[config.mk]
export PLATFORM = sky130hd
export DESIGN_NAME = qslp_sqrt_cell
export DESIGN_NICKNAME = d
export VERILOG_FILES = /design/src/hdl/qslp_pkg.sv /design/src/hdl/qslp_sqrt_cell.sv
export SDC_FILE = /design/constraint.sdc
export NUM_CORES = 1
export LEC_CHECK = 0
export ABC_AREA = 1
export BUFFER_PORTS_ARGS = -buffer_cell sky130_fd_sc_hd__buf_2
export CAP_MARGIN = 40
export CORE_UTILIZATION = 55
export DETAILED_ROUTE_END_ITERATION = 12
export PLACE_DENSITY = 0.9
export SLEW_MARGIN = 25
export SYNTH_ARGS = -nofsm -noshare
export SYNTH_HDL_FRONTEND = slang
export SYNTH_SLANG_ARGS = --single-unit
[constraint.sdc]
create_clock -name clk -period 3.9 [get_ports clk]
set_input_delay 0.585 -clock clk [delete_from_list [all_inputs] [get_ports clk]]
set_output_delay 0.585 -clock clk [all_outputs]
set_load 0.02 [all_outputs]
[src/hdl/qslp_pkg.sv]
package qslp_pkg;

  // Fixed-point formats.
  localparam int FRAC_BITS  = 14;
  localparam int ANG_BITS   = 30;
  localparam int SHIFT_UP   = ANG_BITS - FRAC_BITS;
  localparam int ONE        = 1 << FRAC_BITS;
  localparam int COMP_W     = 16;
  localparam int T_W        = 15;
  localparam int ACOMP_W    = COMP_W + 1;

  // Square root chain: one result bit per cell.
  localparam int ROOT_CELLS = FRAC_BITS + 1;
  localparam int RAD_W      = 2 * FRAC_BITS + 2;

  // CORDIC datapath width.
  localparam int CW         = 34;
  localparam logic signed [CW-1:0] CORDIC_K = 34'sd652032874;

  // Divider chain: quotient is at most ONE, so FRAC_BITS + 1 bits.
  localparam int DIV_CELLS  = FRAC_BITS + 1;
  localparam int NUM_W      = 52;
  localparam int DEN_W      = 31;
  localparam int Q_W        = FRAC_BITS + 1;

  typedef struct packed {
    logic signed [CW-1:0] x;
    logic signed [CW-1:0] y;
    logic signed [CW-1:0] z;
  } cordic_t;

  typedef struct packed {
    logic [RAD_W-1:0] rem;
    logic [RAD_W-1:0] root;
  } root_t;

  typedef struct packed {
    logic [NUM_W-1:0] rem;
    logic [DEN_W-1:0] den;
    logic [Q_W-1:0]   q;
    logic             neg;
    logic             sat;
  } quot_t;

  typedef struct packed {
    logic [3:0][ACOMP_W-1:0] an;
    logic [3:0][COMP_W-1:0]  b;
    logic [T_W-1:0]          t;
    logic                    lin;
    logic [3:0][COMP_W-1:0]  lres;
    logic [FRAC_BITS-1:0]    c;
  } side_t;

  // Arctangent of 2^-k in Q.30 radians.
  function automatic logic signed [CW-1:0] arc_angle(input int unsigned k);
    logic signed [CW-1:0] a;
    case (k)
      0:  a = 34'sd843314857;
      1:  a = 34'sd497837829;
      2:  a = 34'sd263043837;
      3:  a = 34'sd133525159;
      4:  a = 34'sd67021687;
      5:  a = 34'sd33543516;
      6:  a = 34'sd16775851;
      7:  a = 34'sd8388437;
      8:  a = 34'sd4194283;
      9:  a = 34'sd2097149;
      10: a = 34'sd1048576;
      11: a = 34'sd524288;
      12: a = 34'sd262144;
      13: a = 34'sd131072;
      14: a = 34'sd65536;
      15: a = 34'sd32768;
      16: a = 34'sd16384;
      17: a = 34'sd8192;
      18: a = 34'sd4096;
      19: a = 34'sd2048;
      20: a = 34'sd1024;
      21: a = 34'sd512;
      22: a = 34'sd256;
      23: a = 34'sd128;
      24: a = 34'sd64;
      25: a = 34'sd32;
      26: a = 34'sd16;
      27: a = 34'sd8;
      28: a = 34'sd4;
      29: a = 34'sd2;
      30: a = 34'sd1;
      default: a = '0;
    endcase
    return a;
  endfunction

  // Clamp to [-ONE, ONE] and keep the low 16 bits.
  function automatic logic [COMP_W-1:0] sat_comp(input logic signed [CW-1:0] v);
    logic [COMP_W-1:0] r;
    if (v > CW'(ONE)) begin
      r = COMP_W'(ONE);
    end else if (v < -CW'(ONE)) begin
      r = COMP_W'(-ONE);
    end else begin
      r = v[COMP_W-1:0];
    end
    return r;
  endfunction

endpackage

[src/hdl/qslp_sqrt_cell.sv]
module qslp_sqrt_cell #(
  parameter int POS = 0
) (
  input  logic            clk,
  input  qslp_pkg::root_t din,
  output qslp_pkg::root_t dout
);
  import qslp_pkg::*;

  localparam logic [RAD_W-1:0] BIT_VAL = {{(RAD_W-1){1'b0}}, 1'b1} << (2 * POS);

  root_t            dout_r;
  root_t            dout_nxt;
  logic [RAD_W-1:0] trial;

  // One restoring step: settles one bit of the root.
  always_comb begin
    trial = din.root + BIT_VAL;
    if (din.rem >= trial) begin
      dout_nxt.rem  = din.rem - trial;
      dout_nxt.root = (din.root >> 1) + BIT_VAL;
    end else begin
      dout_nxt.rem  = din.rem;
      dout_nxt.root = din.root >> 1;
    end
  end

  always_ff @(posedge clk) begin
    dout_r <= dout_nxt;
  end

  assign dout = dout_r;

endmodule

## Word-level counts from Yosys, hierarchy flattened

Cells that the tools add are included.

| operators by class | value |
|---|---|
| $add $sub $neg | 3 |
| magnitude comparators | 1 |
| mux-type cells | 1 |

Operators by type and width:

| cell | number |
|---|---|
| $mux W60 | 1 |
| $add A29 B1 Y30 const B | 1 |
| $add A30 B1 Y30 const B | 1 |
| $ge A30 B30 Y1 | 1 |
| $sub A30 B30 Y30 | 1 |

| storage, ports and cells | value |
|---|---|
| flip-flop bits (word level) | 60 |
| input port bits | 61 |
| output and inout port bits | 60 |
| word-level logic and storage cells | 8 |

## Logic depth before layout (Yosys ltp)

| depth | value |
|---|---|
| depth in word-level cells | 3 |
| mapped depth | 22 |

## Least setup slack after synthesis

No wires, ideal clock.

| timing | value |
|---|---|
| path kind | input to register |
| start | in din[1] (netlist name) |
| end | reg dout_r (netlist bit dout[43]) |
| arrival | 3.146 ns |
| data required time | 3.788 ns |
| slack | 0.642 ns |
| cell stages on the path | 19 |
| path through | ha_1 -> nand3_2 -> nor3_1 -> nand2_1 -> nor2_1 -> nand2_1 -> xor2_1 -> ha_1 -> nand2_2 -> inv_1 -> and3_1 -> nand2_1 -> nand2_1 -> nor2_1 -> nand2_4 -> buf_6 -> buf_6 -> nand2_1 -> nand2_1 |

RTL lines:

| element | line | text |
|---|---|---|
| from (decl) | qslp_sqrt_cell.sv:5 | `input qslp_pkg::root_t din,` |
| to (signal assigned) | qslp_sqrt_cell.sv:29 | `dout_r <= dout_nxt;` |
| to (decl) | qslp_sqrt_cell.sv:12 | `root_t dout_r;` |

==> impl_metrics.json <==
{
  "status": "finished clean",
  "grtUsageTotal": 0.3414,
  "power.leakage_nw": 3.737,
  "finalCritPeriodShare": 0.9263,
  "antenna_cells": 0,
  "pre_cts_ws_ns": -0.1496,
  "drt_first_pass_iters": 8,
  "cts.sinks": 60,
  "gp_congestion": 1.029,
  "worst_slack_ns": 0.2873,
  "drc_errors": 0,
  "synth_top_area_cell": "nand2_1",
  "final_area_um2": 6369,
  "switching_share": 0.4128,
  "finalNetCount": 1157,
  "rsz0062_at_grt": "false",
  "synth_top_area_frac": 0.2695,
  "cts_root_buffer": "clkbuf_8",
  "place.port_buffers": 120,
  "die_y_um": 101.1,
  "syn_nets": 1028,
  "antenna_found_initial": 0,
  "finalPower_mw": 2.149,
  "core_area_um2": 9371,
  "dr.first_iter.drc_count": 258,
  "hold_viol": 0,
  "io_pins": 121,
  "routed_wirelength_um": 16710,
  "synthCells": 934,
  "slew_violations": 0,
  "drive_gt1_frac": 0.1565,
  "wl_per_cell_um": 13.97,
  "finalNonFillerCells": 1196,
  "die-area_um2": 10230,
  "syn_area_um2": 5404,
  "numCtsBuffers": 9,
  "grt_max_degree": 62,
  "crit_required_ns": 4.14,
  "area_delta_synth_final_pct": 17.85,
  "synth_area_leaders": "nand2_1 (27%), dfxtp_1 (22%), inv_1 (11%)",
  "placed_cell_area_um2": 6190,
  "ys_ff_latch": 60,
  "critPathMaxFanout": 61,
  "critPathArrivalTime_ns": 3.85,
  "dpl.hpwl_um": 13730,
  "cts_tree": "yes",
  "grt_overflow_total": 0,
  "setup_violations": 0,
  "hold_path.class": "in -> reg",
  "cts_max_level": 3,
  "tightest_slew_ns": 0.5507,
  "cp-start-kind": "primary input",
  "cp-end-kind": "flop",
  "ys_types": 25,
  "ant_nets": 0,
  "grt_pass1_vias": 5610,
  "placedCellCount": 1181,
  "maxCapViolCount": 0,
  "grt_first_pass_wirelength_um": 26540,
  "max_slew_margin": 0.6290,
  "syn_avg_cell_area_um2": 5.786,
  "vias_per_cell": 5.007,
  "largest_reg_flops": 60,
  "vias": 5988,
  "initial_utilization": 0.5766,
  "p_seq_frac": 0.344,
  "clk_pin_slew_ns": 0.09,
  "cellPowerDensity_nw_per_um2": 337.4,
  "rows": 35,
  "intPower_mw": 1.262,
  "critPathKind": "in -> reg",
  "clockBufferDepth": 2,
  "synth_seq_area_share": 0.2223,
  "p_clk_frac": 0.249,
  "holdBufCountCts": 0,
  "yosys_warnings": 0,
  "p_sw_mw": 0.8871,
  "peakVddDrop_uv": 173.4,
  "fin_util": 0.6796,
  "die_w_um": 101.1,
  "period_minus_slack_ns": 3.613,
  "combPwrFrac": 0.407,
  "max_freq_ghz": 0.2768
}
[metrics by stage]
stage	hold slack, ns	TNS [ns]
after floorplan	0.6881	0
after global placement	0.7956	-1.715
after detailed placement	0.8011	-3.318
after CTS	0.4360	0
after global routing	0.4432	0
final	0.4391	0
[final timing paths]
check | start | endpoint | slack [ns] | cells past startpoint
min | din[37] | dout[37]$_DFF_P_ | 0.44 | 3
max | din[1] | dout[6]$_DFF_P_ | 0.29 | 19
[cell families (layout without fill, tap and decap cells)]
logic type / after synthesis / count (layout) / synth area share
xor gates and xnor gates: 65 / 65 / 0.1053
AOI/OAI and AO/OA: 46 / 46 / 0.04307
DFF: 60 / 60 / 0.2223
buffers and inverters: 176 / 309 / 0.1287
adders and majority gates: 33 / 33 / 0.07780
and+or+nand+nor: 554 / 554 / 0.4228
[metal layers]
metal	GRT usage	routed length, µm	vias to the layer above
li1	-	-	3091
met1	0.4120	7079	2618
met2	0.5866	7858	230
met3	0.05340	1045	49
met4	0.1750	727	0
met5	0	0	-
[cell type report]
cell class	instances	area (µm²)
Timing Repair Buffer	131	708.2
Sequential cell	60	1201
Clock buffer	11	151.4
Tap cell	129	161.4
Clock inverter	4	25.02
Inverter	163	614.3
Multi-Input combinational cell	698	3507
Fill cell	952	3003
[synthesized netlist by cell type (all sizes together)]
library cell / n
a21oi: 16
and2: 1
and3: 1
buf: 13
dfxtp: 60
fa: 1
ha: 32
inv: 163
nand2: 391
nand3: 57
nand3b: 4
nand4: 11
nor2: 74
nor3: 15
o21ai: 29
o21bai: 1
xnor2: 2
xor2: 63
[layout by cell type (no fill, tap or decap), types with 2 or more instances in the layout]
cell type	n
nand3_2	7
clkbuf_8	11
xnor2_1	2
buf_12	2
inv_1	159
nand2_1	388
nand3_1	50
nand3b_1	4
clkinvlp_4	2
nor2_1	68
dfxtp_1	60
buf_4	9
nor3_1	14
ha_1	32
o21ai_0	29
a21oi_1	16
clkinv_2	2
xor2_1	63
nand4_1	11
inv_2	3
nand2_2	2
buf_2	120
nor2_2	6
[worst max-delay path, stage by stage]
cell and delay [ns]:
buf_2 0.14, ha_1 0.26, nand3_2 0.15, inv_1 0.10, nand2_1 0.12, nor3_1 0.43, nand2_1 0.16, xor2_1 0.18
ha_1 0.41, nand2_1 0.12, nor2_1 0.27, nand4_1 0.13, nor2_1 0.15, nor2_1 0.09, nand2_4 0.10, buf_12 0.24
nand2_1 0.08, nand2_1 0.07, nand2_1 0.06
[power groups by stage]
| stage | registers (mW) | logic [mW] | clock network, mW |
|---|---|---|---|
| final | 0.738 | 0.875 | 0.536 |
| after global routing | 0.747 | 0.969 | 0.565 |
| after CTS | 0.739 | 0.868 | 0.540 |
| after detailed placement | 0.751 | 0.865 | 0 |
| after global placement | 0.750 | 0.851 | 0 |
| after floorplan | 0.884 | 0.455 | 0 |
[what timing repair did]
| action | 4_1_cts | 5_1_grt |
|---|---|---|
| setup buffers | 0 | 0 |
| gates resized for setup | 0 | 2 |
| hold endpoints to repair | 0 | 0 |
| endpoints found under the setup margin | 0 | 31 |
(Power assumes the default switching activity.)
