===== src/hdl/qslp_pkg.sv =====
package qslp_pkg;

  // Fixed-point formats.
  localparam int FRAC_BITS  = 14;
  localparam int ANG_BITS   = 30;
  localparam int SHIFT_UP   = ANG_BITS - FRAC_BITS;
  localparam int ONE        = 1 << FRAC_BITS;
  localparam int COMP_W     = 16;
  localparam int T_W        = 15;
  localparam int ACOMP_W    = COMP_W + 1;

  // Square root chain: one result bit per cell.
  localparam int ROOT_CELLS = FRAC_BITS + 1;
  localparam int RAD_W      = 2 * FRAC_BITS + 2;

  // CORDIC datapath width.
  localparam int CW         = 34;
  localparam logic signed [CW-1:0] CORDIC_K = 34'sd652032874;

  // Divider chain: quotient is at most ONE, so FRAC_BITS + 1 bits.
  localparam int DIV_CELLS  = FRAC_BITS + 1;
  localparam int NUM_W      = 52;
  localparam int DEN_W      = 31;
  localparam int Q_W        = FRAC_BITS + 1;

  typedef struct packed {
    logic signed [CW-1:0] x;
    logic signed [CW-1:0] y;
    logic signed [CW-1:0] z;
  } cordic_t;

  typedef struct packed {
    logic [RAD_W-1:0] rem;
    logic [RAD_W-1:0] root;
  } root_t;

  typedef struct packed {
    logic [NUM_W-1:0] rem;
    logic [DEN_W-1:0] den;
    logic [Q_W-1:0]   q;
    logic             neg;
    logic             sat;
  } quot_t;

  typedef struct packed {
    logic [3:0][ACOMP_W-1:0] an;
    logic [3:0][COMP_W-1:0]  b;
    logic [T_W-1:0]          t;
    logic                    lin;
    logic [3:0][COMP_W-1:0]  lres;
    logic [FRAC_BITS-1:0]    c;
  } side_t;

  // Arctangent of 2^-k in Q.30 radians.
  function automatic logic signed [CW-1:0] arc_angle(input int unsigned k);
    logic signed [CW-1:0] a;
    case (k)
      0:  a = 34'sd843314857;
      1:  a = 34'sd497837829;
      2:  a = 34'sd263043837;
      3:  a = 34'sd133525159;
      4:  a = 34'sd67021687;
      5:  a = 34'sd33543516;
      6:  a = 34'sd16775851;
      7:  a = 34'sd8388437;
      8:  a = 34'sd4194283;
      9:  a = 34'sd2097149;
      10: a = 34'sd1048576;
      11: a = 34'sd524288;
      12: a = 34'sd262144;
      13: a = 34'sd131072;
      14: a = 34'sd65536;
      15: a = 34'sd32768;
      16: a = 34'sd16384;
      17: a = 34'sd8192;
      18: a = 34'sd4096;
      19: a = 34'sd2048;
      20: a = 34'sd1024;
      21: a = 34'sd512;
      22: a = 34'sd256;
      23: a = 34'sd128;
      24: a = 34'sd64;
      25: a = 34'sd32;
      26: a = 34'sd16;
      27: a = 34'sd8;
      28: a = 34'sd4;
      29: a = 34'sd2;
      30: a = 34'sd1;
      default: a = '0;
    endcase
    return a;
  endfunction

  // Clamp to [-ONE, ONE] and keep the low 16 bits.
  function automatic logic [COMP_W-1:0] sat_comp(input logic signed [CW-1:0] v);
    logic [COMP_W-1:0] r;
    if (v > CW'(ONE)) begin
      r = COMP_W'(ONE);
    end else if (v < -CW'(ONE)) begin
      r = COMP_W'(-ONE);
    end else begin
      r = v[COMP_W-1:0];
    end
    return r;
  endfunction

endpackage


===== src/hdl/qslp_div_cell.sv =====
module qslp_div_cell #(
  parameter int POS = 0
) (
  input  logic            clk,
  input  qslp_pkg::quot_t din,
  output qslp_pkg::quot_t dout
);
  import qslp_pkg::*;

  quot_t            dout_r;
  quot_t            dout_nxt;
  logic [NUM_W-1:0] trial;

  // One restoring division step: settles quotient bit POS.
  always_comb begin
    trial    = {{(NUM_W-DEN_W){1'b0}}, din.den} << POS;
    dout_nxt = din;
    if (din.rem >= trial) begin
      dout_nxt.rem    = din.rem - trial;
      dout_nxt.q[POS] = 1'b1;
    end
  end

  always_ff @(posedge clk) begin
    dout_r <= dout_nxt;
  end

  assign dout = dout_r;

endmodule


===== config.mk =====
export PLATFORM = sky130hd
export DESIGN_NAME = qslp_div_cell
export DESIGN_NICKNAME = d
export VERILOG_FILES = /design/src/hdl/qslp_pkg.sv /design/src/hdl/qslp_div_cell.sv
export SDC_FILE = /design/constraint.sdc
export NUM_CORES = 1
export LEC_CHECK = 0
export BUFFER_PORTS_ARGS = -buffer_cell sky130_fd_sc_hd__clkbuf_2
export CELL_PAD_IN_SITES_DETAIL_PLACEMENT = 1
export CELL_PAD_IN_SITES_GLOBAL_PLACEMENT = 1
export CORE_UTILIZATION = 38
export DETAILED_ROUTE_END_ITERATION = 7
export PLACE_DENSITY = 0.92
export SLEW_MARGIN = 20
export SYNTH_ARGS = -nofsm -noshare
export SYNTH_HDL_FRONTEND = slang
export SYNTH_SLANG_ARGS = --single-unit

===== constraint.sdc =====
create_clock -name clk -period 5.65 [get_ports clk]
set_input_delay 1.13 -clock clk [delete_from_list [all_inputs] [get_ports clk]]
set_output_delay 1.13 -clock clk [all_outputs]
set_load 0.005 [all_outputs]

# Word level (Yosys, flattened, before mapping)
# Index checks and enable logic that the tools add are counted.
# op_classes
addsub,1
magnitude_cmp,1
n_mux,1
# op_table
operator,n
$ge 52x31->1,1
$mux 52,1
$sub 52x31->52,1
# word_totals
reg_bits,100
inputBits,101
out_inout_bits,100
wordCells,9

# Logic depth before layout (Yosys ltp)
# Gate-level depths: netlist (run 1).
# logic_depth
word_depth,2
mapped_depth,13
mapped_depth_nobuf,11

# Worst setup path after synthesis (run 1)
# OpenSTA, ideal clock, no wires.
# synth_timing
kind,input to register
startpoint,input port din[48] in the netlist's numbering
endpoint,register dout_r (netlist bit dout[98])
setup_time_ns,0.128
arrival_time_ns,3.253
required_ns,5.522
setup_slack_ns,2.269
cell_stages,11
path_buffers,0
cell_sequence,inv_1 ha_1 fa_1 nor2b_1 o31a_1 nor3_2 o21ai_2 a31oi_1 o32ai_2 nor3b_1 xor2_1
# synth_lines
item,line_no,rtl
"start, declared",qslp_div_cell.sv:5,"input qslp_pkg::quot_t din,"
"end signal, assigned",qslp_div_cell.sv:25,dout_r <= dout_nxt;
"end, declared",qslp_div_cell.sv:10,quot_t dout_r;

==> reports/results.txt, run 1 <==
Outcome: finished, final reports clean
Total track usage: 23.4%
Final nets: 874
Min-delay worst type: in2reg
Height of the die: 116 um
DRT Pass-1 Iters: 4
Worst Setup Start Kind: primary input
Row count: 41
Worst slack at placement: 1.30 ns
CP delay by family, top: compound AO/OA/AOI/OAI gates
Clock slew at reported path FFs: 0.07 ns
Critical path arrival: 4.25 ns
CTS Buffer Depth: 2
Critical Path Stages: 11
Post-synth top flop: dfxtp_1
N_diodes: 0
Fin. max-slew vios: 0
Slowest stage delay, CP: 0.62 ns
Pleak: 3.06 nW
Crit path cell chain: clkbuf_2, inv_1, ha_1, nor2b_1, o31a_1, o31ai_1, a21oi_1, o21ai_1, nand2_1, buf_4, a31o_2
Clock sinks: 100
Post-synth EDFFs: 0
Synth Register Bits: 100
Largest net degree at the start of global routing: 30
DRC Markers: 0
IO Port Bufs: 200
Setup crit end: dout[64]$_DFF_P_
Die span in x: 116 um
RSZ-0062 raised after global routing: no
Avg WL per Cell: 17.0 um
Worst-margin pin slew: 1.02 ns
Post-detail-place hpwl: 12600 um
Vias in the first global route: 4830
Pwr dens: 290 nW/um2
Mapped Cells: 551
Die area: 13400 um2
Setup crit start: din[19]
First-pass GRT wire length: 24100 um
H-tree Lvls: 3
Starting Density: 39.1%
Ys Warns: 0
Max reg flops: 100
Worst setup margin: 1.65 ns
Synth Area per Inst: 8.95 um2
Critical Path Slowest Stage Cell: nand2_1
CP bufs+invs: 3
Vias/cell: 5.19
Area Growth Syn to Fin: 28.0%
Layout Cells excl Fill: 918
Synth cell types: 67
WS Path Type: in2reg
Fillers: 1592
Share of cells above drive strength 1: 32.0%
Worst-path fanout max: 29
Mapped Area: 4930 um2
Total grt overflow: 0
Asr flop ratio synth: 0%
Worst path required time: 5.90 ns
Vias: 4760
CTS tree: yes
Fin crit share: 70.9%
Post-CTS Hold Buffers: 0
Max-capacitance violation count: 0
Core ar.: 12600 um2
Sequential fraction of the synthesis area: 40.6%
RD Place Congestion: 0.896
Final TNS setup: 0 ns
Hold Fails Final Rpt: 0
Final wirelength: 15600 um
Synthesized Nets: 684
CP endpoint kind: flip-flop
DRT iter0 DRCs: 159
Num ports: 201
Placed Cells: 902
Min Clock Period, post-route: 4.00 ns
Worst VDD drop: 0.130 mV
Max Fclk: 0.250 GHz
Slew headroom: 32.0%
Routed Antenna Nets: 0
CTS root buffer: clkbuf_16
Initial antenna violation count: 0
Setup Buffers After CTS: 0
Num CTS Buffers: 9
Post-cts sizing count: 0
Final setup fails: 0
per-layer routing:
layer / wire length, um / track usage (%) / share of wire [%] / vias up
met4: 388 / 10.0 / 2.5 / 0
met3: 864 / 4.97 / 5.5 / 31
li1: - / - / - / 2311
met1: 6520 / 27.3 / 42 / 2252
met5: 0 / 0 / 0 / -
met2: 7800 / 41.3 / 50 / 166
placed cells by master (no fill, tap or decap), types with 4 or more instances in the layout:
cell type	n
nand3_1	14
or3_1	4
nand2_1	34
dfxtp_1	100
a211oi_1	4
a31oi_1	6
clkbuf_2	200
xor2_1	20
o21ai_0	25
xnor2_1	25
a21oi_1	58
o31ai_1	4
o21bai_1	4
nand4_1	9
clkbuf_16	9
nor3_1	5
o21a_1	6
nor2b_1	5
inv_1	40
and3_1	8
a21o_1	11
nor2_1	47
ha_1	31
power by group:
part	switching [mW]	total (mW)	internal, mW	leakage (nW)
logic	0.236	0.425	0.189	2.08
clock network	0.285	0.603	0.318	0.142
registers	0.0227	0.805	0.783	0.844
cells by family after synthesis:
kind of cell,count (synthesis),synth area share (%)
buffers and inverters,62,5.76
and+or+nand+nor,164,18.1
DFF,100,40.6
adders and majority gates,32,8.27
AOI/OAI and AO/OA,148,19.3
xor gates and xnor gates,45,7.99
cell type report:
type	instances	area (um2)	area share, %
multi-input cells	389	2650	41.9
flip-flops and latches	100	2000	31.7
repair buffers	201	1010	16.0
clock buffers	10	239	3.79
well taps	172	215	3.41
inverters	40	150	2.38
clock inverters	6	53.8	0.852
worst min path at each step:
stage / start / endpoint / slack, ns / cells past startpoint
after detailed placement: din[6] / dout[6]$_DFF_P_ / 1.23 / 1
final: din[10] / dout[10]$_DFF_P_ / 0.87 / 1
after global placement: din[4] / dout[4]$_DFF_P_ / 1.23 / 1
after global routing: din[6] / dout[6]$_DFF_P_ / 0.86 / 1
after floorplan: din[0] / dout[0]$_DFF_P_ / 1.16 / 0
after CTS: din[10] / dout[10]$_DFF_P_ / 0.86 / 1
cells in the mapped netlist (4+ instances only):
cell | number | area share [%]
a211oi_1 | 4 | 0.61
a21o_1 | 11 | 1.7
a21oi_1 | 58 | 5.9
a31oi_1 | 6 | 0.76
and3_1 | 8 | 1.0
buf_2 | 11 | 1.1
buf_4 | 4 | 0.61
clkbuf_1 | 4 | 0.30
dfxtp_1 | 100 | 41
ha_1 | 31 | 7.9
inv_1 | 40 | 3.0
nand2_1 | 34 | 2.6
nand3_1 | 14 | 1.4
nand4_1 | 9 | 1.1
nor2_1 | 47 | 3.6
nor2b_1 | 5 | 0.63
nor3_1 | 5 | 0.51
o21a_1 | 6 | 0.91
o21ai_0 | 25 | 2.5
o21bai_1 | 4 | 0.61
o31ai_1 | 4 | 0.61
or3_1 | 4 | 0.51
xnor2_1 | 25 | 4.4
xor2_1 | 20 | 3.6
stage by stage:
step	utilization [%]	area [um2]	hold slack (ns)	power, mW
after global placement	47.7	6020	1.23	1.22
final	50.0	6310	0.869	1.83
after floorplan	-	4930	1.16	1.06
after detailed placement	47.7	6020	1.23	1.24
after CTS	50.0	6310	0.856	1.85
after global routing	50.0	6310	0.857	1.92
Power figures use the tool's default switching activity.
==> inputs of run 2 (changes only) <==
Settings changed: ABC_AREA set to 1, CORE_UTILIZATION 38 to 35, PLACE_DENSITY 0.92 to 0.88.
Clock period 5.65 ns to 3.8 ns, I/O delays scaled along.
==> run 2 against run 1 <==
Effect of this change: design area increased by 27%; first-iteration DRC count is 99% higher; sequential power grew 48%; via count up 53%.
==> reports/results.txt, run 2 <==
Total track usage: 26.1% (+2.7 points)
Synth Register Bits: 100 (unchanged)
Final wirelength: 24100 um (+55%)
Layout Cells excl Fill: 1543 (+68%)
Top cell type's share of synthesized area: 30.9% (-9.7 points)
Post-CTS Hold Buffers: 0 (unchanged)
Num CTS Buffers: 9 (unchanged)
Mapped Cells: 1101 (+100%)
First-pass GRT wire length: 37300 um (+55%)
Compound-Gate Fraction of Synth Area: 3.02% (-16 points)
N_diodes: 0 (unchanged)
Worst slack at placement: 0.751 ns (-0.549 ns)
Synthesized Nets: 1234 (+80%)
Xor and xnor area share after synthesis: 2.71% (-5.3 points)
Asr flop ratio synth: 0% (unchanged)
DRC Markers: 0 (unchanged)
CP delay by family, top: simple AND/OR/NAND/NOR gates
CTS tree: yes
Die area: 19000 um2 (+42%)
Max-capacitance violation count: 0 (unchanged)
Vias/cell: 4.71 (-9.1%)
Synth Area in Simple Gates: 41.2% (+23 points)
Total grt overflow: 0 (unchanged)
Adder-cell area share of the yosys netlist: 6.31% (-2.0 points)
Worst-margin pin slew: 0.590 ns (-0.428 ns)
Post-synth top flop: dfxtp_1
Hold Fails Final Rpt: 0 (unchanged)
Final nets: 1442 (+65%)
Top cells by count, synth: 452 x nand2_1, 249 x inv_1, 100 x dfxtp_1, 88 x nor2_1, 64 x nand3_1
Num ports: 201 (unchanged)
Pwr dens: 366 nW/um2 (+26%)
Ys Warns: 0 (unchanged)
Final TNS setup: 0 ns (unchanged)
DRT iter0 DRCs: 316 (+99%)
CP dominant cell by count: nand2_1
Synth cell types: 29 (-57%)
RD Place Congestion: 0.924 (+3.1%)
Sequential fraction of the synthesis area: 30.9% (-9.7 points)
Largest family of logic cells by synthesized area: simple AND/OR/NAND/NOR gates
Crit path cell chain: clkbuf_2, inv_1, ha_1, fa_1, inv_1, nand2_1, nand2_1, and2_4, nand2_1, nand3_2, nand2_2, nand2_2, buf_12, nand2_1, o21ai_0
Layout Utilization: 44.6% (-5.5 points)
Setup crit start: din[48]
Largest net degree at the start of global routing: 32 (+6.7%)
Final setup fails: 0 (unchanged)
Worst setup margin: 1.10 ns (-0.548 ns)
Worst path required time: 4.09 ns (-1.81 ns)
Post-synth EDFFs: 0 (unchanged)
WHS: 0.486 ns (-0.383 ns)
Multiplexer share of the synthesized area: 0% (unchanged)
Mapped Area: 6470 um2 (+31%)
Critical Path Slowest Stage Cell: fa_1
CTS root buffer: clkbuf_16
Slew headroom: 60.3% (+28 points)
Placed Cells: 1527 (+69%)
Slowest stage delay, CP: 0.42 ns (-0.20 ns)
Fin. max-slew vios: 0 (unchanged)
Worst VDD drop: 0.206 mV (+59%)
RSZ-0062 raised after global routing: no
Worst-path fanout max: 31 (+6.9%)
Outcome: finished, final reports clean
Clock sinks: 100 (unchanged)
WS Path Type: in2reg
Min-delay worst type: in2reg
Max reg flops: 100 (unchanged)
Setup Buffers After CTS: 0 (unchanged)
CP bufs+invs: 4 (+1)
Row count: 49 (+20%)
Max Fclk: 0.370 GHz
Synth Area per Inst: 5.88 um2 (-34%)
H-tree Lvls: 3 (unchanged)
Height of the die: 138 um (+19%)
Most frequent cells in the layout: 452 x nand2_1, 249 x inv_1, 200 x clkbuf_2, 100 x dfxtp_1, 88 x nor2_1
Most common cell in the synthesized netlist: nand2_1
Worst Setup Start Kind: primary input
Fin area: 8030 um2 (+27%)
Top post-synthesis cells by area: dfxtp_1 31%, nand2_1 26%, inv_1 14%
CTS Buffer Depth: 2 (unchanged)
Fin crit share: 71.1%
Post-cts sizing count: 0 (unchanged)
Vias: 7274 (+53%)
Commonest non-fill, non-tap cell in the layout: nand2_1
Vias in the first global route: 7314 (+51%)
DRT Pass-1 Iters: 5 (+1)
Area Growth Syn to Fin: 24.2%
IO Port Bufs: 200 (unchanged)
Pleak: 4.84 nW (+58%)
Clock slew at reported path FFs: 0.08 ns (about the same)
Share of cells above drive strength 1: 18.3% (-14 points)
Placed inst area: 7730 um2 (+28%)
Routed Antenna Nets: 0 (unchanged)
Hold_sp: din[0]
Avg WL per Cell: 15.6 um (-7.8%)
Post-detail-place hpwl: 20400 um (+63%)
Top cell type by total area after synthesis: dfxtp_1
Core ar.: 18000 um2 (+43%)
Critical path arrival: 3.00 ns (-1.25 ns)
CP endpoint kind: flip-flop
Initial antenna violation count: 0 (unchanged)
Min Clock Period, post-route: 2.70 ns
Final Power: 2.94 mW (+60%)
Die span in x: 138 um (+19%)
Starting Density: 35.9% (-3.2 points)
[run 2: cell types whose count changed in the layout (fill, tap and decap cells not counted), moves of 8 or more]
cell,before,now
o21ai_0,25,5
nand3_1,14,64
a21o_1,11,0
xnor2_1,25,1
nand2_1,34,452
a21oi_1,58,30
nor2_1,47,88
inv_1,40,249
nand4_1,9,19
and3_1,8,0
[run 2: cell type report]
cell class	instances	area, um2
Fill cell	2612	9990
Multi-Input combinational cell	741	3440
Sequential cell	100	2000
Timing Repair Buffer	205	1050
Inverter	252	946
Tap cell	229	287
Clock buffer	9	225
Clock inverter	7	80.1
[run 2: final timing paths]
kind	endpoint	slack, ns	cells after the start
worst max-delay path	dout[49]$_DFF_P_	1.10	15
worst min-delay path	dout[0]$_DFF_P_	0.49	1
[run 2: power by group]
part | switching, mW | total (mW) | internal (mW)
Sequential | 0.0303 | 1.19 | 1.16
Combinational | 0.495 | 0.782 | 0.287
Clock | 0.495 | 0.966 | 0.471
[run 2: routing by layer]
layer | vias up | global-route usage, % | part of all wire (%)
li1 | 3667 | - | -
met1 | 3409 | 33.7 | 46
met2 | 169 | 44.9 | 48
met3 | 29 | 3.36 | 4.6
met4 | 0 | 7.73 | 1.7
met5 | - | 0 | 0
[run 2: kinds of logic (layout without fill, tap and decap cells)]
logic type,count (synthesis),in the layout
AND/OR/NAND/NOR,651,651
buffers and inverters,260,473
flip-flops,100,100
AO/OA/AOI/OAI,38,38
adder cells (fa/ha/maj),32,32
XOR/XNOR,20,20
==> inputs of run 3 (changes only) <==
Settings changed: CORE_UTILIZATION 35 to 31, PLACE_DENSITY 0.88 to 0.83.
Clock period 3.8 ns to 2.3 ns, I/O delays scaled along.
==> run 3 against run 2 <==
Effect of this change: final cell count grew 9.3%; worst setup slack lost 1.0 ns; clock-buffer cell count is the same; sequential power grew 66%; power grew 74%; routed wire length grew 5.5%; non-clock buffer count grew 103; design area grew 11%; clock power grew 69%; die area grew 13%; largest cell class unchanged.
==> reports/results.txt, run 3 (same netlist as run 2, synthesis figures left out) <==
Final wirelength: 25500 um (+5.5%)
N_diodes: 0 (unchanged)
Crit path cell chain: clkbuf_2, inv_1, ha_1, fa_1, inv_1, nand2_1, nand2_1, and2_4, nand2_1, nand3_2, nand2_2, inv_2, nor2_4, buf_12, a21oi_1
CP endpoint kind: flip-flop
Largest net degree at the start of global routing: 28 (-13%)
Die area: 21400 um2 (+13%)
Vias: 7578 (+4.2%)
CTS root buffer: clkbuf_16
Post-CTS Hold Buffers: 0 (unchanged)
Critical Path Slowest Stage Cell: fa_1
First-pass GRT wire length: 40600 um (+8.8%)
Final Power: 5.12 mW (+74%)
CP delay by family, top: simple AND/OR/NAND/NOR gates
RD Place Congestion: 0.900 (-2.6%)
Vias/cell: 4.49 (-4.7%)
Critical path arrival: 2.49 ns (-0.51 ns)
Share of cells above drive strength 1: 24.6% (+6.4 points)
Starting Density: 31.8% (-4.1 points)
DRT iter0 DRCs: 306 (-3.2%)
Placed inst area: 8590 um2 (+11%)
Max reg flops: 100 (unchanged)
Final TNS setup: 0 ns (unchanged)
Clock slew at reported path FFs: 0.09 ns (about the same)
Die span in x: 146 um (+6.2%)
H-tree Lvls: 3 (unchanged)
Final nets: 1545 (+7.1%)
CP dominant cell by count: nand2_1
WS Path Type: in2reg
Pwr dens: 573 nW/um2 (+57%)
Fin crit share: 97.2%
Initial antenna violation count: 0 (unchanged)
WHS: 0.188 ns (-0.298 ns)
Num ports: 201 (unchanged)
CTS tree: yes
Avg WL per Cell: 15.1 um (-3.5%)
Slowest stage delay, CP: 0.41 ns (about the same)
Num CTS Buffers: 9 (unchanged)
DRT Pass-1 Iters: 4 (-1)
RSZ-0062 raised after global routing: no
Worst path required time: 2.55 ns (-1.54 ns)
Post-detail-place hpwl: 21900 um (+7.1%)
Setup Buffers After CTS: 0 (unchanged)
Clock sinks: 100 (unchanged)
Fin area: 8930 um2 (+11%)
Commonest non-fill, non-tap cell in the layout: nand2_1
Area Growth Syn to Fin: 38.0%
Layout Cells excl Fill: 1687 (+9.3%)
Most frequent cells in the layout: 451 x nand2_1, 249 x inv_1, 200 x clkbuf_2, 104 x buf_4, 100 x dfxtp_1
Core ar.: 20400 um2 (+13%)
Max Fclk: 0.447 GHz
Worst Setup Start Kind: primary input
Outcome: finished, final reports clean
DRC Markers: 0 (unchanged)
Hold Fails Final Rpt: 0 (unchanged)
Worst slack at placement: -0.238 ns (-0.989 ns)
Slew headroom: 76.1% (+16 points)
Min-delay worst type: in2reg
Placed Cells: 1671 (+9.4%)
Worst setup margin: 0.0641 ns (-1.03 ns)
Row count: 52 (+6.1%)
Max-capacitance violation count: 0 (unchanged)
Worst VDD drop: 0.339 mV (+65%)
CTS Buffer Depth: 2 (unchanged)
Routed Antenna Nets: 0 (unchanged)
Height of the die: 146 um (+6.2%)
Vias in the first global route: 7982 (+9.1%)
Total grt overflow: 0 (unchanged)
Final setup fails: 0 (unchanged)
Setup crit start: din[48]
IO Port Bufs: 200 (unchanged)
Pleak: 5.36 nW (+11%)
Critical Path Stages: 15 (unchanged)
Worst-margin pin slew: 0.355 ns (-0.235 ns)
Setup crit end: dout[86]$_DFF_P_
CP bufs+invs: 5 (+1)
Layout Utilization: 43.8% (-0.73 points)
Worst-path fanout max: 19 (-39%)
Min Clock Period, post-route: 2.24 ns
Total track usage: 24.3% (-1.8 points)
Fin. max-slew vios: 0 (unchanged)
==> run 3: area by class of cell <==
cell class / instances / area, um2
fillers: 2855 / 11400
multi-input cells: 741 / 3460
flip-flops and latches: 100 / 2000
repair buffers: 308 / 1860
inverters: 252 / 946
well taps: 270 / 338
clock buffers: 9 / 225
clock inverters: 7 / 93.8
==> run 3: power breakdown <==
group / internal [mW] / switching [mW]
Combinational: 0.643 / 0.877
Sequential: 1.92 / 0.0541
Clock: 0.794 / 0.834
==> run 3: routing by layer <==
metal / routed length, um / global-route usage [%] / up-vias
li1: - / - / 3875
met1: 11700 / 31.1 / 3494
met2: 12100 / 41.7 / 172
met3: 1040 / 3.38 / 37
met4: 631 / 8.18 / 0
met5: 0 / 0 / -
==> run 3: how the worst min path moves through the flow <==
stage                       start          endpoint  slack (ns)  cells past startpoint
final                     din[10]  dout[10]$_DFF_P_        0.19                      1
after global routing       din[4]   dout[4]$_DFF_P_        0.18                      1
after CTS                 din[10]  dout[10]$_DFF_P_        0.18                      1
after detailed placement  din[14]  dout[14]$_DFF_P_        0.56                      1
after global placement    din[14]  dout[14]$_DFF_P_        0.56                      1
after floorplan            din[0]   dout[0]$_DFF_P_        0.49                      0
==> run 3: timing repair <==
action,CTS,global route
setup endpoints to repair,0,4
hold endpoints to repair,0,0
resized for setup,0,6
