==> config.mk <==
export PLATFORM = sky130hd
export DESIGN_NAME = qslp_cordic_cell
export DESIGN_NICKNAME = d
export VERILOG_FILES = /design/src/hdl/qslp_pkg.sv /design/src/hdl/qslp_cordic_cell.sv
export SDC_FILE = /design/constraint.sdc
export NUM_CORES = 1
export LEC_CHECK = 0
export ABC_AREA = 1
export BUFFER_PORTS_ARGS = -buffer_cell sky130_fd_sc_hd__buf_2
export CORE_ASPECT_RATIO = 1.1
export CORE_UTILIZATION = 30
export CTS_CLUSTER_DIAMETER = 80
export DETAILED_ROUTE_END_ITERATION = 7
export PLACE_DENSITY_LB_ADDON = 0.25
export SLEW_MARGIN = 5
export SYNTH_ARGS = -nofsm -noshare
export SYNTH_HDL_FRONTEND = slang
export SYNTH_SLANG_ARGS = --single-unit
==> constraint.sdc <==
create_clock -name clk -period 2.41 [get_ports clk]
set_clock_uncertainty 0.05 [all_clocks]
set_input_delay 0.241 -clock clk [delete_from_list [all_inputs] [get_ports clk]]
set_output_delay 0.241 -clock clk [all_outputs]
set_load 0.01 [all_outputs]
==> src/hdl/qslp_pkg.sv <==
package qslp_pkg;

  // Fixed-point formats.
  localparam int FRAC_BITS  = 14;
  localparam int ANG_BITS   = 30;
  localparam int SHIFT_UP   = ANG_BITS - FRAC_BITS;
  localparam int ONE        = 1 << FRAC_BITS;
  localparam int COMP_W     = 16;
  localparam int T_W        = 15;
  localparam int ACOMP_W    = COMP_W + 1;

  // Square root chain: one result bit per cell.
  localparam int ROOT_CELLS = FRAC_BITS + 1;
  localparam int RAD_W      = 2 * FRAC_BITS + 2;

  // CORDIC datapath width.
  localparam int CW         = 34;
  localparam logic signed [CW-1:0] CORDIC_K = 34'sd652032874;

  // Divider chain: quotient is at most ONE, so FRAC_BITS + 1 bits.
  localparam int DIV_CELLS  = FRAC_BITS + 1;
  localparam int NUM_W      = 52;
  localparam int DEN_W      = 31;
  localparam int Q_W        = FRAC_BITS + 1;

  typedef struct packed {
    logic signed [CW-1:0] x;
    logic signed [CW-1:0] y;
    logic signed [CW-1:0] z;
  } cordic_t;

  typedef struct packed {
    logic [RAD_W-1:0] rem;
    logic [RAD_W-1:0] root;
  } root_t;

  typedef struct packed {
    logic [NUM_W-1:0] rem;
    logic [DEN_W-1:0] den;
    logic [Q_W-1:0]   q;
    logic             neg;
    logic             sat;
  } quot_t;

  typedef struct packed {
    logic [3:0][ACOMP_W-1:0] an;
    logic [3:0][COMP_W-1:0]  b;
    logic [T_W-1:0]          t;
    logic                    lin;
    logic [3:0][COMP_W-1:0]  lres;
    logic [FRAC_BITS-1:0]    c;
  } side_t;

  // Arctangent of 2^-k in Q.30 radians.
  function automatic logic signed [CW-1:0] arc_angle(input int unsigned k);
    logic signed [CW-1:0] a;
    case (k)
      0:  a = 34'sd843314857;
      1:  a = 34'sd497837829;
      2:  a = 34'sd263043837;
      3:  a = 34'sd133525159;
      4:  a = 34'sd67021687;
      5:  a = 34'sd33543516;
      6:  a = 34'sd16775851;
      7:  a = 34'sd8388437;
      8:  a = 34'sd4194283;
      9:  a = 34'sd2097149;
      10: a = 34'sd1048576;
      11: a = 34'sd524288;
      12: a = 34'sd262144;
      13: a = 34'sd131072;
      14: a = 34'sd65536;
      15: a = 34'sd32768;
      16: a = 34'sd16384;
      17: a = 34'sd8192;
      18: a = 34'sd4096;
      19: a = 34'sd2048;
      20: a = 34'sd1024;
      21: a = 34'sd512;
      22: a = 34'sd256;
      23: a = 34'sd128;
      24: a = 34'sd64;
      25: a = 34'sd32;
      26: a = 34'sd16;
      27: a = 34'sd8;
      28: a = 34'sd4;
      29: a = 34'sd2;
      30: a = 34'sd1;
      default: a = '0;
    endcase
    return a;
  endfunction

  // Clamp to [-ONE, ONE] and keep the low 16 bits.
  function automatic logic [COMP_W-1:0] sat_comp(input logic signed [CW-1:0] v);
    logic [COMP_W-1:0] r;
    if (v > CW'(ONE)) begin
      r = COMP_W'(ONE);
    end else if (v < -CW'(ONE)) begin
      r = COMP_W'(-ONE);
    end else begin
      r = v[COMP_W-1:0];
    end
    return r;
  endfunction

endpackage

==> src/hdl/qslp_cordic_cell.sv <==
module qslp_cordic_cell #(
  parameter int IDX    = 0,
  parameter bit ROTATE = 1'b0
) (
  input  logic              clk,
  input  qslp_pkg::cordic_t din,
  output qslp_pkg::cordic_t dout
);
  import qslp_pkg::*;

  localparam int K = IDX % 32;

  cordic_t              dout_r;
  cordic_t              dout_nxt;
  logic signed [CW-1:0] dx;
  logic signed [CW-1:0] dy;
  logic signed [CW-1:0] atn;
  logic                 pos;

  // Vectoring drives y toward zero; rotation drives z toward zero.
  always_comb begin
    dx  = din.y >>> K;
    dy  = din.x >>> K;
    atn = arc_angle(K);
    pos = ROTATE ? !din.z[CW-1] : !din.y[CW-1];
    if (ROTATE) begin
      dout_nxt.x = pos ? din.x - dx : din.x + dx;
      dout_nxt.y = pos ? din.y + dy : din.y - dy;
      dout_nxt.z = pos ? din.z - atn : din.z + atn;
    end else begin
      dout_nxt.x = pos ? din.x + dx : din.x - dx;
      dout_nxt.y = pos ? din.y - dy : din.y + dy;
      dout_nxt.z = pos ? din.z + atn : din.z - atn;
    end
  end

  always_ff @(posedge clk) begin
    dout_r <= dout_nxt;
  end

  assign dout = dout_r;

endmodule

==> Word-level counts from Yosys, hierarchy flattened <==
Cells that the tools add are included.
{ "op_classes": {"n_addsub": 5, "mul": 0, "div": 0, "order_cmp": 0, "eq_ne": 0, "n_shift": 0, "n_mux": 3, "n_bitwise": 0, "n_reduce_logical": 0} }
{ "op_table": {"columns": ["cell", "n"], "rows": [
  ["2-to-1 mux 34 bit", 3],
  ["subtractor 34 bit", 2],
  ["adder 34 x 31 -> 34 bit (second input constant)", 1],
  ["adder 34 bit", 1],
  ["subtractor 34 x 31 -> 34 bit (second input constant)", 1]
]} }
{ "totals": {"regBits": 102, "latchBits": 0, "ramBits": 0, "rom_bits": 0, "inputBits": 103, "out_inout_bits": 102, "elab_cells": 11, "n_memories": 0} }

==> Longest topological paths before layout <==
Gate-level depths: netlist of the first run.
{ "depth": {"ltp_word": 2, "ltp_mapped": 17, "mapped_depth_nobuf": 16} }

==> Worst setup path after synthesis of the first run <==
No wires, ideal clock.
{ "synth_path": {"kind": "input port to flip-flop", "start": "in din[67] (netlist name)", "end": "reg dout_r, in the netlist dout[22]", "setup_time_ns": 0.112, "arrival_time_ns": 2.295, "required_time_ns": 2.248, "slack_ns": -0.048, "stages": 15, "n_path_buf": 3, "cell_sequence": "clkbuf_1 > inv_1 > clkbuf_1 > buf_4 > ha_1 > a21oi_1 > nand2_1 > nand2_1 > nand2_1 > a21oi_1 > o21ai_0 > nand2_1 > nand2_1 > nand2_1 > nand2_1"} }
{ "synth_rtl": {"columns": ["element", "line_no", "text"], "rows": [
  ["from (decl)", "qslp_cordic_cell.sv:6", "input qslp_pkg::cordic_t din,"],
  ["to (signal assigned)", "qslp_cordic_cell.sv:38", "dout_r <= dout_nxt;"],
  ["to (decl)", "qslp_cordic_cell.sv:13", "cordic_t dout_r;"]
]} }

==> results of run 1 <==
==> per-layer routing <==
metal  wire [µm]  share of wire, %  GRT usage [%]  vias to the layer above
met2       21600                48           41.4                      454
met1       19300                43           27.8                     6023
li1            -                 -              -                     6727
met3        2340               5.3           2.82                       60
met5           0                 0              0                        -
met4        1400               3.1           9.87                        0
==> layout make-up <==
| class | instances | area share [%] |
|---|---|---|
| clock buffer | 9 | 1.63 |
| multi-input combinational | 1505 | 58.2 |
| inverter | 279 | 7.56 |
| timing repair buffer | 306 | 12.9 |
| sequential | 101 | 14.6 |
| tap | 494 | 4.46 |
| clock inverter | 7 | 0.633 |
==> critical path: stages <==
cell and delay [ns]:
buf_2 0.11, inv_1 0.04, ha_1 0.54, nand2_1 0.18
nor2_1 0.22, inv_1 0.15, nor3_1 0.47, nand2_1 0.24
nand2_1 0.12, nand2_1 0.05, nand3_1 0.08, nand2_1 0.09
==> synth_stat cells, drive strengths merged (3+ instances only) <==
cell | count | area share [%]
nand2 | 571 | 19
inv | 279 | 9.2
nor2 | 194 | 6.6
nand3 | 182 | 8.0
a21oi | 154 | 6.8
ha | 131 | 14
o21ai | 112 | 4.9
dfxtp | 101 | 18
xor2 | 41 | 3.1
buf | 37 | 2.3
nor3 | 26 | 1.2
nand4 | 22 | 1.2
o21bai | 20 | 1.3
clkbuf | 9 | 0.31
o21a | 6 | 0.39
xnor2 | 6 | 0.46
a21o | 5 | 0.33
nor4 | 5 | 0.44
or2 | 5 | 0.27
fa | 4 | 0.70
o22ai | 4 | 0.22
a21boi | 3 | 0.20
a31oi | 3 | 0.16
nand3b | 3 | 0.20
o211ai | 3 | 0.20
==> kinds of logic (layout without fill, tap and decap cells) <==
| logic type | after synthesis | after routing | synth area share (%) |
|---|---|---|---|
| flip-flops | 101 | 101 | 17.7 |
| AND/OR/NAND/NOR | 1011 | 1011 | 37.1 |
| AO/OA/AOI/OAI | 311 | 311 | 14.7 |
| adder cells (fa/ha/maj) | 135 | 135 | 15.0 |
| XOR/XNOR | 47 | 47 | 3.60 |
| buffers and inverters | 325 | 601 | 11.8 |
| multiplexers | 1 | 1 | 0.0876 |
==> worst min-delay path by stage <==
stage / slack [ns] / cells after the start / end / startpoint
after floorplan: 0.28 / 1 / dout[0]$_DFF_P_ / din[0]
after global placement: 0.47 / 2 / dout[0]$_DFF_P_ / din[0]
after detailed placement: 0.48 / 2 / dout[0]$_DFF_P_ / din[0]
after CTS: 0.05 / 2 / dout[0]$_DFF_P_ / din[0]
after global routing: 0.07 / 2 / dout[0]$_DFF_P_ / din[0]
final: 0.06 / 2 / dout[0]$_DFF_P_ / din[0]
==> power groups by stage <==
stage                     clock (mW)  sequential (mW)  combinational, mW
after detailed placement           0             2.13               3.34
after global placement             0             2.13               3.34
after CTS                       1.72             2.10               3.36
after global routing            1.78             2.12               3.74
after floorplan                    0             2.29               1.82
final                           1.67             2.09               3.37
==> through the flow <==
| stage | hold slack, ns | power [mW] |
|---|---|---|
| floorplan | 0.278 | 4.11 |
| detailed placement | 0.477 | 5.47 |
| CTS | 0.0511 | 7.17 |
| global route | 0.0672 | 7.64 |
| finish | 0.0601 | 7.14 |
| global placement | 0.473 | 5.47 |
==> flow_summary.json, run 1 <==
{
  "antennaDiodeCount": 0,
  "ys_seq_area_share_pct": 17.7,
  "status": "completed",
  "layout_common_cells": "558 x nand2_1, 274 x inv_1, 204 x buf_2, 187 x nor2_1, 181 x nand3_1",
  "gp_congestion": 0.956,
  "p_leak_nw": 7.52,
  "ys_types": 46,
  "pwr-share-clk_pct": 23.4,
  "hp-class": "in -> reg",
  "cp-startpoint": "din[51]",
  "clk_pin_slew_ns": 0.08,
  "hold_viol": 0,
  "async_flop_share_pct": 0,
  "wl_mm": 44.6,
  "ir_worst_vdd_mv": 0.407,
  "final_common_cell": "nand2_1",
  "syn_area_um2": 11400,
  "vias": 13264,
  "clk_path_buf_depth": 2,
  "track_usage_pct": 23.1,
  "syn-instance-count": 1931,
  "io_pins": 205,
  "critPathRequiredTime_ns": 2.64,
  "fin_cells": 2701,
  "min_period_over_period_pct": 96.0,
  "cts_inserted_buffers": 9,
  "synth_seq_cells": 101,
  "grt_start_max_net_pins": 75,
  "ant_nets": 0,
  "synth_area_per_cell_um2": 5.92,
  "rows": 74,
  "fmax_mhz": 432,
  "p_per_area_nw_per_um2": 515,
  "synthesis.nets": 2169,
  "critPathKind": "in -> reg",
  "cts-root-buf": "clkbuf_16",
  "dieArea_um2": 38900,
  "p_sw_mw": 3.08,
  "postCtsResizedCells": 0,
  "grt_pass1_wl_mm": 69.2,
  "layout-drive-gt1-share_pct": 16.3,
  "cp-start-kind": "input pin",
  "largest_reg_flops": 101,
  "die_h_um": 207,
  "fin_crit_ns": 2.31,
  "pwr-share-comb_pct": 47.2,
  "drc_errors": 0,
  "switching_share_pct": 43.2,
  "hpwlAfterDp_mm": 38.1,
  "drt-initial-drc-count": 894,
  "area_delta_synth_final_pct": 21.1,
  "internal_power_mw": 4.06,
  "rsz0062_at_grt": "false",
  "avgViaCountPerCell": 4.91,
  "register_area_um2": 2020,
  "critPathCapture": "dout[100]$_DFF_P_",
  "htree_levels": 3,
  "core_um2": 37300,
  "placed_area_um2": 13500,
  "seqPwrFrac_pct": 29.3,
  "cts_num_sinks": 101,
  "maxCapViolations": 0,
  "slew_viol_final": 0,
  "tightest_slew_ns": 0.833,
  "route.detailed.wl_per_inst_um": 16.5,
  "worstPathArrival_ns": 2.55,
  "grt_antenna_before_repair": 0,
  "setup_viol": 0,
  "placed_cells": 2685,
  "worst-path-max-fanout": 9,
  "synth-edff-count": 0,
  "layout_setup_ws_ns": 0.0968,
  "start_util_pct": 30.6,
  "post-route-util_pct": 37.1,
  "tns_ns": 0,
  "firstDrtPassIters": 5,
  "cts-hold-fix-buffers": 0,
  "postCtsSetupBuffers": 0,
  "design_area_um2": 13800,
  "nNetsFinal": 2440,
  "grt_pass1_vias": 13121,
  "multiInputGateArea_um2": 8060,
  "dpl_worst_slack_ns": -0.276,
  "worst_setup_path_end_kind": "register",
  "io_buffers": 204,
  "num-fill-cells": 4199,
  "synthFlopType": "dfxtp_1",
  "yosysWarnings": 0,
  "fp.dieW_um": 188,
  "grt_overflow_total": 0,
  "cts_tree": "built",
  "slew_headroom_pct": 44.4
}
Power figures use the tool's default switching activity.
==> run 2: changes to the inputs <==
--- a/config.mk
+++ b/config.mk
@@ -5,7 +5,7 @@
 export SDC_FILE = /design/constraint.sdc
 export NUM_CORES = 1
 export LEC_CHECK = 0
-export ABC_AREA = 1
+export ABC_AREA = 0
 export BUFFER_PORTS_ARGS = -buffer_cell sky130_fd_sc_hd__buf_2
 export CORE_ASPECT_RATIO = 1.1
 export CORE_UTILIZATION = 30
==> run 2 against run 1 <==
Compared with the run above: the flow now finishes with violations (setup timing); worst setup slack got worse by 0.14 ns; routed wire length fell by 22%; combinational power rose by 17%; flip-flop and latch count did not move; die area fell by 19%; core utilization rose by 12 points; non-clock buffer count rose by 288.
==> flow_summary.json, run 2 <==
{
  "status": "finished, violations left",
  "failed_checks": "setup timing",
  "tns_ns": -0.0914,
  "worst-path-max-fanout": 5,
  "vias": 10486,
  "clk_pin_slew_ns": 0.08,
  "start_util_pct": 30.5,
  "layout_setup_ws_ns": -0.0392,
  "whs_path_depth": 2,
  "hold_viol": 0,
  "antennaDiodeCount": 0,
  "hold_end": "dout[67]$_DFF_P_",
  "drc_errors": 0,
  "grt_antenna_before_repair": 1,
  "p_leak_nw": 7.25,
  "grt_util_met1_pct": 25.9,
  "holdWs_ns": 0.0384,
  "min_period_over_period_pct": 102,
  "post-route-util_pct": 49.3,
  "synth-edff-count": 0,
  "cts-root-buf": "clkbuf_16",
  "core_um2": 30400,
  "worstPathArrival_ns": 2.70,
  "syn_area_um2": 9290,
  "htree_levels": 3,
  "nNetsFinal": 1974,
  "synth_seq_cells": 101,
  "layout_common_cells": "377 x buf_4, 191 x buf_2, 119 x a21oi_1, 105 x ha_1, 101 x dfxtp_1",
  "maxCapViolations": 0,
  "cts-hold-fix-buffers": 0,
  "netlist_top_cells_count": "140 x a21oi_1, 131 x ha_1, 110 x inv_1",
  "io_buffers": 204,
  "met2_usage_pct": 39.0,
  "layout-drive-gt1-share_pct": 43.7,
  "fmax_mhz": 408,
  "firstDrtPassIters": 6,
  "tightest_slew_ns": 0.734,
  "rows": 67,
  "wl_mm": 34.7,
  "ir_worst_vdd_mv": 0.303,
  "ant_nets": 0,
  "track_usage_pct": 21.7,
  "syn-instance-count": 1178,
  "grt_pass1_wl_mm": 54.2,
  "largest_reg_flops": 101,
  "yosysWarnings": 0,
  "grt_busiest_layer": "met2",
  "slew_headroom_pct": 50.6,
  "hpwlAfterDp_mm": 28.3,
  "hp-start": "din[101]",
  "cts_num_sinks": 101,
  "avgViaCountPerCell": 4.87,
  "synthFlopType": "dfxtp_1",
  "async_flop_share_pct": 0,
  "route.detailed.wl_per_inst_um": 16.1,
  "ys_seq_area_share_pct": 21.8,
  "area_delta_synth_final_pct": 61.5,
  "rsz0062_at_grt": "true",
  "ys_top_cells_by_area": "dfxtp_1 22%, ha_1 18%, a21oi_1 7.5%",
  "clk_path_buf_depth": 2,
  "synth.most_common_cell": "a21oi_1",
  "critPathKind": "in -> reg",
  "dieArea_um2": 31700,
  "cts_inserted_buffers": 9,
  "drt-initial-drc-count": 604,
  "p_per_area_nw_per_um2": 508,
  "setup_viol": 3,
  "synth_area_leader_cell": "dfxtp_1",
  "multiInputGateArea_um2": 7580,
  "gp_congestion": 0.957,
  "cts_tree": "built",
  "die_h_um": 187,
  "grt_pass1_vias": 10640,
  "grt_start_max_net_pins": 54,
  "path_cells": "buf_6, inv_2, ha_4, buf_6, nor4_4, nand2_1, or4_4, o21a_4, or3b_1, a31o_1, o22ai_2, xnor2_1",
  "fin_crit_ns": 2.45,
  "critPathRequiredTime_ns": 2.66,
  "slowest_stage": "or4_4",
  "synthesis.nets": 1416,
  "num-fill-cells": 2995,
  "hp-class": "in -> reg",
  "cp-start-kind": "input pin",
  "register_area_um2": 2020,
  "ys_types": 72,
  "worst_setup_path_end_kind": "register",
  "yosys.area.top_type_share_pct": 21.8,
  "cp_slowest_stage_delay_ns": 0.43,
  "final_common_cell": "buf_4",
  "crit_top_cell": "buf_6",
  "slew_viol_final": 0,
  "synth_area_per_cell_um2": 7.88,
  "fp.dieW_um": 170,
  "io_pins": 205,
  "grt_overflow_total": 0,
  "grt_util_met3_pct": 3.29
}
[run 2: cell types whose count changed in the layout (fill, tap and decap cells not counted), sizes merged, moves of 16 or more]
cell   delta
nor2    -120
nand3   -167
xnor2    +64
nand2   -519
mux2i    +16
o21ai    -20
buf     +287
inv     -171
a21o     +36
[run 2: layer usage]
layer,vias up,routed length [µm]
li1,5310,-
met1,4824,14900
met2,297,17400
met3,53,1470
met4,2,932
met5,-,12
[run 2: power by group]
part / switching, mW / leakage [nW] / internal [mW] / total [mW]
clock: 0.788 / 0.147 / 0.733 / 1.52
combinational: 2.03 / 6.25 / 1.90 / 3.93
sequential: 0.0985 / 0.852 / 2.07 / 2.16
[run 2: kinds of logic (layout without fill, tap and decap cells)]
kind of cell             after synthesis  count (layout)  synth area share, %
AO/OA/AOI/OAI                        430             430                 29.6
XOR/XNOR                              96              96                 9.06
adder cells (fa/ha/maj)              135             135                 18.5
buffers and inverters                159             722                 6.54
flip-flops                           101             101                 21.8
multiplexers                          17              17                 1.83
AND/OR/NAND/NOR                      240             240                 12.7
[run 2: cell type report]
type,instances,area share [%]
flip-flops and latches,101,13.5
repair buffers,594,27.6
well taps,414,3.45
multi-input cells,918,50.5
clock buffers,9,1.50
clock inverters,7,0.467
inverters,112,2.99
[run 2: worst max-delay path by stage]
stage                     startpoint                 to
after global placement       din[46]   dout[66]$_DFF_P_
final                        din[50]   dout[98]$_DFF_P_
after detailed placement     din[46]   dout[66]$_DFF_P_
after floorplan               din[4]   dout[32]$_DFF_P_
after global routing         din[47]   dout[98]$_DFF_P_
after CTS                    din[68]  dout[100]$_DFF_P_
[run 2: critical path, delay by kind of cell]
kind	cells	cell delay [ns]
AOI/OAI and AO/OA	3	0.68
xor gates and xnor gates	1	0.12
adders and majority gates	1	0.20
buffers and inverters	3	0.26
and+or+nand+nor	4	1.19
[run 2: per-stage QoR]
| stage | worst slack, ns | power [mW] | cells | area, µm² |
|---|---|---|---|---|
| 4_1_cts | -0.0367 | 7.51 | 2141 | 14500 |
| 6_report | -0.0392 | 7.61 | 2155 | 15000 |
| 2_1_floorplan | -0.157 | 4.08 | 1178 | 9750 |
| 5_1_grt | -0.106 | 8.10 | 2155 | 15000 |
| 3_5_place_dp | -0.993 | 5.81 | 2120 | 13800 |
| 3_3_place_gp | -0.916 | 5.80 | 2120 | 13800 |
[run 2: repair_timing]
| action | CTS | global route |
|---|---|---|
| setup buffers | 9 | 15 |
| gates resized for setup | 76 | 103 |
| gates cloned | 0 | 1 |
| pin swaps | 39 | 61 |
| endpoints found under the setup margin | 41 | 48 |
==> run 3: changes to the inputs <==
==> constraint.sdc (replaced) <==
create_clock -name clk -period 2.5 [get_ports clk]
set_clock_uncertainty 0.05 [all_clocks]
set_input_delay 0.25 -clock clk [delete_from_list [all_inputs] [get_ports clk]]
set_output_delay 0.25 -clock clk [all_outputs]
set_load 0.01 [all_outputs]
==> run 3 against run 2 <==
Compared with the run above: the flow still finishes with violations (setup timing); final area down 4.9%; worst setup slack got worse by 0.040 ns; routed wire length decreased by 2.6%; hold slack better by 0.0082 ns; total power is 5.7% lower; die area stayed put; global-route usage shrank 0.89 points; final cell count down 2.6%; critical path type unchanged.
==> flow_summary.json, run 3 (synthesis results as in run 2) <==
{
  "layout_setup_ws_ns": -0.0788,
  "layout-drive-gt1-share_pct": 39.9,
  "nNetsFinal": 1918,
  "p_per_area_nw_per_um2": 503,
  "worst-path-max-fanout": 4,
  "gp_congestion": 0.939,
  "cts_num_sinks": 101,
  "slowest_stage": "fa_2",
  "p_leak_nw": 6.91,
  "design_area_um2": 14300,
  "path_cells": "buf_2, ha_4, fa_2, nor2b_4, o211ai_1, a221oi_2, a21oi_2, buf_6, o211ai_1, a211oi_2, nand2_1, o21ai_0, xnor2_1",
  "status": "finished, violations left",
  "avgViaCountPerCell": 4.90,
  "clk_pin_slew_ns": 0.07,
  "drc_errors": 0,
  "clk_path_buf_depth": 2,
  "drt-initial-drc-count": 552,
  "seqPwrFrac_pct": 28.9,
  "layout_common_cells": "325 x buf_4, 194 x buf_2, 129 x a21oi_1, 108 x ha_1, 101 x dfxtp_1",
  "setup_viol": 5,
  "io_pins": 205,
  "fin_cells": 2099,
  "internal_power_mw": 4.53,
  "critPathKind": "in -> reg",
  "io_buffers": 204,
  "ir_worst_vdd_mv": 0.370,
  "grt_start_max_net_pins": 56,
  "cts_tree": "built",
  "worstPathArrival_ns": 2.80,
  "num-fill-cells": 3039,
  "slew_headroom_pct": 53.9,
  "largest_reg_flops": 101,
  "htree_levels": 3,
  "maxCapViolations": 0,
  "grt_pass1_vias": 10050,
  "dieArea_um2": 31700,
  "cts-hold-fix-buffers": 0,
  "fin_crit_ns": 2.58,
  "fp.dieW_um": 170,
  "hpwlAfterDp_mm": 27.8,
  "pwr-share-clk_pct": 21.4,
  "placed_cells": 2068,
  "pwr-share-comb_pct": 49.7,
  "cts-root-buf": "clkbuf_16",
  "hp-class": "in -> reg",
  "die_h_um": 187,
  "wl_mm": 33.8,
  "slew_viol_final": 0,
  "core_um2": 30400,
  "switching_share_pct": 37.0,
  "rows": 67,
  "start_util_pct": 30.5,
  "cts_inserted_buffers": 9,
  "track_usage_pct": 20.8,
  "worst_setup_path_end_kind": "register",
  "grt_antenna_before_repair": 0,
  "firstDrtPassIters": 5,
  "tightest_slew_ns": 0.685,
  "rsz0062_at_grt": "true",
  "cp_slowest_stage_delay_ns": 0.36,
  "min_period_over_period_pct": 103,
  "hold_viol": 0,
  "vias": 10279,
  "grt_overflow_total": 0,
  "crit_top_cell": "o211ai_1",
  "placed_area_um2": 13300,
  "ant_nets": 0,
  "area_delta_synth_final_pct": 53.6,
  "failed_checks": "setup timing",
  "fmax_mhz": 388,
  "grt_pass1_wl_mm": 52.0,
  "cp-start-kind": "input pin",
  "p_sw_mw": 2.65,
  "final_common_cell": "buf_4",
  "antennaDiodeCount": 0,
  "route.detailed.wl_per_inst_um": 16.1,
  "critPathRequiredTime_ns": 2.72
}
[run 3: layout make-up]
cell class | count | area [µm²] | share of cell area (%)
multi-input combinational | 918 | 7340 | 51.4
timing repair buffer | 538 | 3630 | 25.4
sequential | 101 | 2020 | 14.2
tap | 414 | 518 | 3.63
inverter | 112 | 443 | 3.10
clock buffer | 11 | 253 | 1.77
clock inverter | 5 | 63.8 | 0.447
[run 3: timing repair]
action                     in CTS  in global routing
gates resized for setup        49                 71
setup endpoints to repair      32                 37
setup buffers                   9                 10
pin swaps                      28                 42
[run 3: critical path: cells and delay by family]
| kind | cells | cell delay [ns] |
|---|---|---|
| compound gates | 6 | 1.34 |
| xor+xnor | 1 | 0.17 |
| fa+ha+maj | 2 | 0.53 |
| buf+inv | 2 | 0.29 |
| simple gates | 2 | 0.23 |
[run 3: metrics by stage]
| step | setup slack [ns] | setup TNS (ns) | total power, mW | hold WS (ns) | utilization [%] |
|---|---|---|---|---|---|
| after floorplan | -0.0761 | -0.279 | 3.91 | 0.257 | - |
| after global placement | -0.648 | -21.70 | 5.47 | 0.417 | 43.8 |
| after detailed placement | -0.651 | -21.60 | 5.48 | 0.423 | 43.8 |
| after CTS | -0.0625 | -0.168 | 7.16 | 0.0262 | 45.7 |
| after global routing | -0.116 | -0.580 | 7.63 | 0.0369 | 46.9 |
| final | -0.0788 | -0.164 | 7.18 | 0.0467 | 46.9 |
[run 3: per-layer routing]
layer | wire, µm | vias to the layer above | track usage [%] | part of all wire [%]
met5 | 0 | - | 0 | 0
met4 | 547 | 0 | 5.13 | 1.6
met3 | 1430 | 25 | 2.42 | 4.2
met2 | 17100 | 277 | 38.1 | 51
met1 | 14600 | 4785 | 25.5 | 43
li1 | - | 5192 | - | -
[run 3: final timing paths]
check / startpoint / cells past startpoint / end / slack [ns]
min: din[101] / 2 / dout[101]$_DFF_P_ / 0.05
max: din[68] / 13 / dout[52]$_DFF_P_ / -0.08
[run 3: power groups by stage]
| stage | logic [mW] | clock network (mW) | registers, mW |
|---|---|---|---|
| final | 3.57 | 1.54 | 2.08 |
| after global routing | 3.86 | 1.66 | 2.11 |
| after CTS | 3.47 | 1.61 | 2.08 |
| after detailed placement | 3.36 | 0 | 2.12 |
| after global placement | 3.36 | 0 | 2.12 |
| after floorplan | 1.58 | 0 | 2.33 |
